[src/hdl/csvh_pkg.sv]
package csvh_pkg;

  localparam logic [1:0] REQ_DATA  = 2'd0;
  localparam logic [1:0] REQ_END   = 2'd1;
  localparam logic [1:0] REQ_COL   = 2'd2;
  localparam logic [1:0] REQ_ENTRY = 2'd3;

  localparam logic [1:0] CFG_SEPARATOR  = 2'd0;
  localparam logic [1:0] CFG_FILTER_ON  = 2'd1;
  localparam logic [1:0] CFG_FILTER_COL = 2'd2;

  localparam logic [7:0] NEWLINE_BYTE    = 8'd10;
  localparam logic [7:0] TERMINATOR_BYTE = 8'd0;
  localparam logic [7:0] SEPARATOR_RESET = 8'd44;
  localparam int         BYTE_VALUES     = 256;

  typedef struct packed {
    logic [1:0] req_type;
    logic [7:0] data_byte;
    logic [7:0] column_index;
    logic [7:0] entry_index;
  } in_item_t;

  typedef struct packed {
    logic        line_done;
    logic        line_blank;
    logic [8:0]  column_total;
    logic [7:0]  byte_column;
    logic [11:0] field_start;
    logic [11:0] field_width;
    logic        answer_valid;
    logic [7:0]  entry_char;
    logic [15:0] entry_count;
    logic [8:0]  distinct_chars;
    logic [12:0] line_length;
    logic        overflow;
  } out_item_t;

  // Commands from the controller to the datapath.
  typedef struct packed {
    logic accept;
    logic entry_rd;
    logic commit;
  } dp_cmd_t;

  // Status from the datapath to the controller.
  typedef struct packed {
    logic [1:0] req_type;
  } dp_stat_t;

  function automatic logic is_white(input logic [7:0] b);
    return b inside {8'd32, [8'd9:8'd13]};
  endfunction

endpackage

[src/hdl/csvh_ctrl.sv]
module csvh_ctrl (
  input  logic               clk,
  input  logic               rst_n,
  input  logic               in_valid,
  output logic               in_stall,
  output logic               out_valid,
  input  logic               out_stall,
  input  csvh_pkg::dp_stat_t stat,
  output csvh_pkg::dp_cmd_t  cmd
);

  typedef enum logic [1:0] {
    S_IDLE,
    S_EXEC,
    S_ENTRY
  } state_t;

  state_t state_r, state_nxt;
  logic   out_valid_r, out_valid_nxt;
  logic   out_free;

  assign out_free  = !out_valid_r || !out_stall;
  assign in_stall  = (state_r != S_IDLE);
  assign out_valid = out_valid_r;

  always_comb begin
    state_nxt    = state_r;
    cmd          = '0;
    case (state_r)
      S_IDLE: begin
        if (in_valid) begin
          cmd.accept = 1'b1;
          state_nxt  = S_EXEC;
        end
      end
      S_EXEC: begin
        if (stat.req_type == csvh_pkg::REQ_ENTRY) begin
          cmd.entry_rd = 1'b1;
          state_nxt    = S_ENTRY;
        end else if (out_free) begin
          cmd.commit = 1'b1;
          state_nxt  = S_IDLE;
        end
      end
      S_ENTRY: begin
        if (out_free) begin
          cmd.commit = 1'b1;
          state_nxt  = S_IDLE;
        end
      end
      default: state_nxt = S_IDLE;
    endcase
    if (cmd.commit) begin
      out_valid_nxt = 1'b1;
    end else if (!out_stall) begin
      out_valid_nxt = 1'b0;
    end else begin
      out_valid_nxt = out_valid_r;
    end
  end

  always_ff @(posedge clk) begin
    if (!rst_n) begin
      state_r     <= S_IDLE;
      out_valid_r <= 1'b0;
    end else begin
      state_r     <= state_nxt;
      out_valid_r <= out_valid_nxt;
    end
  end

endmodule

[config.mk]
export PLATFORM = sky130hd
export DESIGN_NAME = csvh_ctrl
export DESIGN_NICKNAME = d
export VERILOG_FILES = /design/src/hdl/csvh_pkg.sv /design/src/hdl/csvh_ctrl.sv
export SDC_FILE = /design/constraint.sdc
export NUM_CORES = 1
export LEC_CHECK = 0
export ABC_AREA = 1
export BUFFER_PORTS_ARGS = -buffer_cell sky130_fd_sc_hd__buf_2
export CORE_AREA = 2 2 39 41
export DETAILED_ROUTE_END_ITERATION = 6
export DIE_AREA = 0 0 41 43
export PLACE_DENSITY = 0.47
export SYNTH_ARGS = -nofsm -noshare
export SYNTH_HDL_FRONTEND = slang
export SYNTH_SLANG_ARGS = --single-unit
[constraint.sdc]
create_clock -name clk -period 3.7 [get_ports clk]
set_input_delay 0.74 -clock clk [delete_from_list [all_inputs] [get_ports clk]]
set_output_delay 0.74 -clock clk [all_outputs]
set_load 0.01 [all_outputs]
== Word-level counts from Yosys, hierarchy flattened ==
Index checks and enable logic that the tools add are counted.

* Bits of input ports: 6
* Output and inout bits: 5
* Logic and storage cells: 25
* Bits in registers: 3

* Multiplexer cells: 13
* Reduce and logical (&&, ||, !) cells: 5
* Equal/unequal tests: 5

{| class="wikitable"
|+ Operators by type and width
! operator !! number
|-
| $mux 1 || 8
|-
| $mux 2 || 3
|-
| $pmux 2 s3 || 1
|-
| $eq 2x2->1 const B || 2
|-
| $eq 2x1->1 const B || 1
|-
| $logic_not 1->1 || 2
|-
| $logic_not 2->1 || 1
|-
| $ne 2x1->1 const B || 1
|-
| $ne 2x2->1 const B || 1
|-
| $pmux 1 s2 || 1
|-
| $reduce_bool 2->1 || 1
|-
| $logic_or 1x1->1 || 1
|}

== Logic depth before layout (Yosys ltp) ==
Gate-level depths: netlist (run 1).

* Depth after elaboration: 6
* Depth in mapped cells: 8
* Mapped depth without buffers: 8

== Worst setup path after synthesis (run 1) ==
No wires, ideal clock.

* Path type: input-to-output
* From: in stat[0] (netlist name)
* To: out cmd[0] (netlist name)
* Arrival: 1.107 ns
* Data required time: 2.960 ns
* Stages: 4
* Path slack: 1.853 ns
* Path through: nand3_2 -> nand3_1 -> a21oi_1 -> buf_4

{| class="wikitable"
|+ RTL lines
! item !! line !! source
|-
| start: declaration || csvh_ctrl.sv:8 || <nowiki>input csvh_pkg::dp_stat_t stat,</nowiki>
|-
| end: declaration || csvh_ctrl.sv:9 || <nowiki>output csvh_pkg::dp_cmd_t cmd</nowiki>
|}

==> results of run 1 <==
per-stage QoR:
step,power [mW],utilization (%),setup WS (ns)
after CTS,0.121,25.0,1.59
final,0.118,25.0,1.62
after global placement,0.0636,23.1,1.71
after floorplan,0.0543,-,1.85
after detailed placement,0.0637,23.1,1.69
after global routing,0.126,25.0,1.50
state kept, by name, indices dropped and copies added, names as in the netlist:
| register | cells |
|---|---|
| state_r | 2 |
| out_valid | 1 |
placed cells by master, fill, tap and decap left out:
cell type	netlist	final
nor2_2	3	3
nand2_2	2	2
a21oi_2	1	1
clkbuf_4	0	3
ha_1	4	4
nand2_1	5	5
clkbuf_1	0	1
buf_2	0	10
o21ai_1	1	1
inv_1	6	6
a21oi_1	3	3
dfxtp_1	3	3
nand3_1	4	4
nand3_2	1	1
inv_2	2	2
path summary, 6_finish.rpt:
| check | start | to | slack [ns] |
|---|---|---|---|
| max | state_r[0]$_SDFFE_PN0P_ | cmd[0] | 1.62 |
| min | state_r[1]$_SDFFE_PN0P_ | state_r[1]$_SDFFE_PN0P_ | 0.51 |
| max reg2reg | state_r[0]$_SDFFE_PN0P_ | state_r[1]$_SDFFE_PN0P_ | 2.50 |
| min reg2reg | state_r[1]$_SDFFE_PN0P_ | state_r[1]$_SDFFE_PN0P_ | 0.51 |
worst max-delay path, delay by kind of cell, from the launching register on:
kind,cells,cell delay [ns]
AO/OA/AOI/OAI,1,0.11
adder cells (fa/ha/maj),1,0.29
buffers and inverters,2,0.24
flip-flops,1,0.38
AND/OR/NAND/NOR,1,0.09
power groups by stage:
stage	clock network (mW)	registers, mW	logic (mW)
after floorplan	0	0.0364	0.0179
after global placement	0	0.0366	0.0270
after detailed placement	0	0.0368	0.0269
after CTS	0.0577	0.0363	0.0271
after global routing	0.0596	0.0363	0.0301
final	0.0556	0.0362	0.0265
area by class of cell:
type                    instances  area share (%)
well taps                      16            5.80
inverters                       8            8.70
multi-input cells              24            46.0
repair buffers                 10            14.5
flip-flops and latches          3            17.4
clock buffers                   4            7.61
layer usage:
| layer | global-route usage, % | up-vias | wire, µm |
|---|---|---|---|
| met4 | 2.00 | 0 | 0 |
| met2 | 10.0 | 6 | 255 |
| met3 | 1.57 | 0 | 31 |
| met1 | 6.73 | 108 | 200 |
| met5 | 0 | - | 0 |
| li1 | - | 135 | - |
cell families after synthesis:
| group | after synthesis | share of synthesized area (%) |
|---|---|---|
| and+or+nand+nor | 15 | 31.2 |
| DFF | 3 | 23.4 |
| buffers and inverters | 9 | 14.6 |
| AOI/OAI and AO/OA | 5 | 11.2 |
| adders and majority gates | 4 | 19.5 |
==> summary.txt, run 1 <==
share of async-settable or async-resettable flops after synthesis - 0%
RSZ-0062 raised after global routing - false
ANT cells - 0
gpl congestion - 0.602
Reg area - 60.1 µm²
skew final - 0.00153 ns
WL per Instance - 7.49 µm
CP endpoint kind - output pin
Num CTS Buffers - 3
DRT iter0 DRCs - 3
DP Cell Count - 61
hold_ws - 0.512 ns
via/cell ratio - 3.83
post-place instance area - 319 µm²
Synth Register Bits - 3
fin crit period - 2.08 ns
CTS root buffer - clkbuf_4
WP data arrival - 1.34 ns
final setup violation count - 0
post-route cell area - 345 µm²
predominant post-synthesis flop cell - dfxtp_1
Crit Path Max Fanout - 4
worst hold path type - reg -> reg
Post-Syn Area - 256 µm²
vias in the first global route - 213
headroom to the max-slew limit - 90.0%
FF-to-FF path depth - 7
all-layer global routing usage - 5.92%
Crit path largest cell delay - 0.38 ns
cells resized by post-CTS repair - 0
Comb pwr share - 22.4%
Hold-fix buffers, CTS - 0
initial antenna violation count - 0
worst skew pair latency - 0.23 ns
deepest clock path buffer count - 2
Crit-path slowest cell - dfxtp_1
fin. max-slew vios - 0
routed vias - 249
worst slew pin tran - 0.149 ns
worst path cell trace - inv_1 > ha_1 > nand3_1 > a21oi_1 > buf_2
# Max-Cap Violations - 0
LEAKAGE - 0.186 nW
Hold Path Depth - 2
post-synthesis cell count - 36
die extent in y - 43 µm
post-synthesis cell type count - 13
most frequent cell after synthesis - inv_1
Max Fclk - 0.480 GHz
Syn-to-layout area delta - 34.6%
clock network power share - 47.0%
HPWL Detailed - 424 µm
Power Internal - 0.0855 mW
pin count of the biggest net entering global routing - 5
Post-CTS Setup Bufs - 0
Final Hold Viols - 0
critical path class - reg -> out
P_sw - 0.0328 mW
global route overflow - 0
Clock transition at path regs - 0.03 ns
fillers - 165
DRT antenna net count - 0
die area - 1760 µm²
period utilisation layout - 56.3%
switch share - 27.7%
Power Density - 343 nW/µm²
Rows - 14
CTS tree - built
total negative slack - 0 ns
Worst Path Required - 2.96 ns
sequential area share after synthesis - 23.4%
area leader, netlist - dfxtp_1
YS warnings - 0
Boundary Pins - 11
syn_nets - 46
Post-synth EDFFs - 0
status - completed
sequential fraction of design power - 30.6%
drt drc - 0
first-pass GRT wire length - 731 µm
CTS Sinks - 3
core area - 1380 µm²
Peak VDD IR - 77.0 µV
final std cells w/o fill - 65
nets - 60
CP Launch Type - flip-flop
commonest cells in the netlist - 6 x inv_1, 5 x nand2_1, 4 x ha_1, 4 x nand3_1
mean post-synth cell area - 7.12 µm²
synth top area cells - dfxtp_1 23%, ha_1 20%, inv_1 8.8%, nand3_1 7.8%, nand2_1 7.3%
post-synth top area share - 23.4%
share of layout cells above drive strength 1 - 44.9%
Initial Util - 18.5%
Multi-input gate area - 159 µm²
H-tree lvl count - 1
Detailed Routing Iterations Pass 1 - 4
final WL - 487 µm
input/output buffers - 10
die width - 41 µm
(Power assumes the default switching activity.)
==> inputs of run 2 (changes only) <==
Clock period 3.7 ns to 2 ns, I/O delays scaled along.
==> run 2 against run 1 <==
  * Register-to-register slack worse by 1.7 ns
  * Critical path depth stayed put
  * Worst setup slack lost 1.4 ns
  * Die area unchanged
  * Via count increased by 0.40%
  * Clock skew rose by 0.0029 ns
  * Combinational power up 82%
  * Sequential cell count is the same
  * Clock power increased by 89%
  * Core utilization unchanged
  * Sequential share of layout area unchanged
==> summary.txt, run 2 (synthesis gave the netlist of run 1 again) <==
DRT antenna net count - 0
input/output buffers - 10
pin count of the biggest net entering global routing - 5
die width - 41 µm
Syn-to-layout area delta - 34.6%
WL per Instance - 7.65 µm
fin crit period - 1.76 ns
CTS Sinks - 3
final setup violation count - 0
ANT cells - 0
status - completed
period utilisation layout - 88.1%
H-tree lvl count - 1
skew final - 0.00440 ns
Worst Path Required - 1.60 ns
Hold-fix buffers, CTS - 0
Detailed Routing Iterations Pass 1 - 1
Total Power - 0.220 mW
Post-CTS Setup Bufs - 0
routed vias - 250
fillers - 162
share of layout cells above drive strength 1 - 44.9%
switch share - 28.3%
LEAKAGE - 0.186 nW
Core Util, Final - 25.0%
RSZ-0062 raised after global routing - false
max FFs per register - 2
die extent in y - 43 µm
M1 GR Usage - 5.75%
worst hold path type - in -> reg
Crit-path slowest cell - dfxtp_1
Boundary Pins - 11
sequential fraction of design power - 30.4%
Power Internal - 0.158 mW
final std cells w/o fill - 65
core area - 1380 µm²
cells resized by post-CTS repair - 0
CP Launch Type - flip-flop
DRT iter0 DRCs - 0
total negative slack - 0 ns
Rows - 14
first-pass GRT wire length - 793 µm
Initial Util - 18.5%
initial antenna violation count - 0
Final Hold Viols - 0
critical path class - reg -> out
Power Density - 638 nW/µm²
CP endpoint kind - output pin
layer with the highest usage - met2
final WL - 497 µm
worst path cell trace - inv_1 > ha_1 > nand3_1 > a21oi_1 > buf_2
Top reg by flops - state_r
most frequent cells in the layout - 10 x buf_2, 6 x inv_1, 5 x nand2_1
nets - 60
via/cell ratio - 3.85
Crit Path Max Fanout - 4
worst slew pin tran - 0.162 ns
global route overflow - 0
HPWL Detailed - 434 µm
met2 Usage GRT - 11.9%
Comb pwr share - 21.9%
Max Fclk - 0.568 GHz
WP data arrival - 1.36 ns
Reg area - 60.1 µm²
post-route cell area - 345 µm²
die area - 1760 µm²
CTS root buffer - clkbuf_4
met3 usage - 1.57%
# Max-Cap Violations - 0
worst skew pair latency - 0.23 ns
deepest clock path buffer count - 2
post-place instance area - 319 µm²
CTS tree - built
gpl congestion - 0.607
Num CTS Buffers - 3
P_sw - 0.0624 mW
all-layer global routing usage - 6.81%
Crit path largest cell delay - 0.38 ns
headroom to the max-slew limit - 89.2%
vias in the first global route - 227
clock network power share - 47.7%
drt drc - 0
DP Cell Count - 61
Multi-input gate area - 159 µm²
fin. max-slew vios - 0
most common cell after layout, fill and taps aside - buf_2
Peak VDD IR - 159 µV
Clock transition at path regs - 0.03 ns
run 2: worst paths after layout:
kind	from	to	slack, ns	cells past startpoint
worst max-delay path	state_r[0]$_SDFFE_PN0P_	cmd[0]	0.24	5
worst min-delay path	rst_n	state_r[0]$_SDFFE_PN0P_	0.44	3
worst max register to register	state_r[0]$_SDFFE_PN0P_	state_r[1]$_SDFFE_PN0P_	0.80	7
worst min register to register	out_valid$_SDFFE_PN0P_	out_valid$_SDFFE_PN0P_	0.52	2
run 2: power by group through the flow:
stage	logic (mW)	clock network, mW	registers, mW
finish	0.0483	0.105	0.0669
global route	0.0554	0.116	0.0673
CTS	0.0497	0.110	0.0671
detailed placement	0.0495	0	0.0681
global placement	0.0492	0	0.0680
floorplan	0.0331	0	0.0674
run 2: metrics by stage:
step	setup slack [ns]	hold slack [ns]
after floorplan	0.583	0.476
after CTS	0.200	0.439
after detailed placement	0.444	0.515
final	0.238	0.440
after global placement	0.464	0.511
after global routing	0.118	0.471
run 2: layer usage:
metal,share of wire [%],vias up
met4,0,0
met2,54,8
met3,6.6,0
met1,39,105
met5,0,-
li1,-,137
run 2: critical path: cells and delay by family (launching register included):
kind	cells	cell delay (ns)
adders and majority gates	1	0.29
and+or+nand+nor	1	0.10
DFF	1	0.38
buffers and inverters	2	0.24
AOI/OAI and AO/OA	1	0.12
run 2: cell type report:
cell class / count / share of cell area (%)
Tap cell: 16 / 5.80
Sequential cell: 3 / 17.4
Clock buffer: 4 / 7.61
Timing Repair Buffer: 10 / 14.5
Inverter: 8 / 8.70
Multi-Input combinational cell: 24 / 46.0
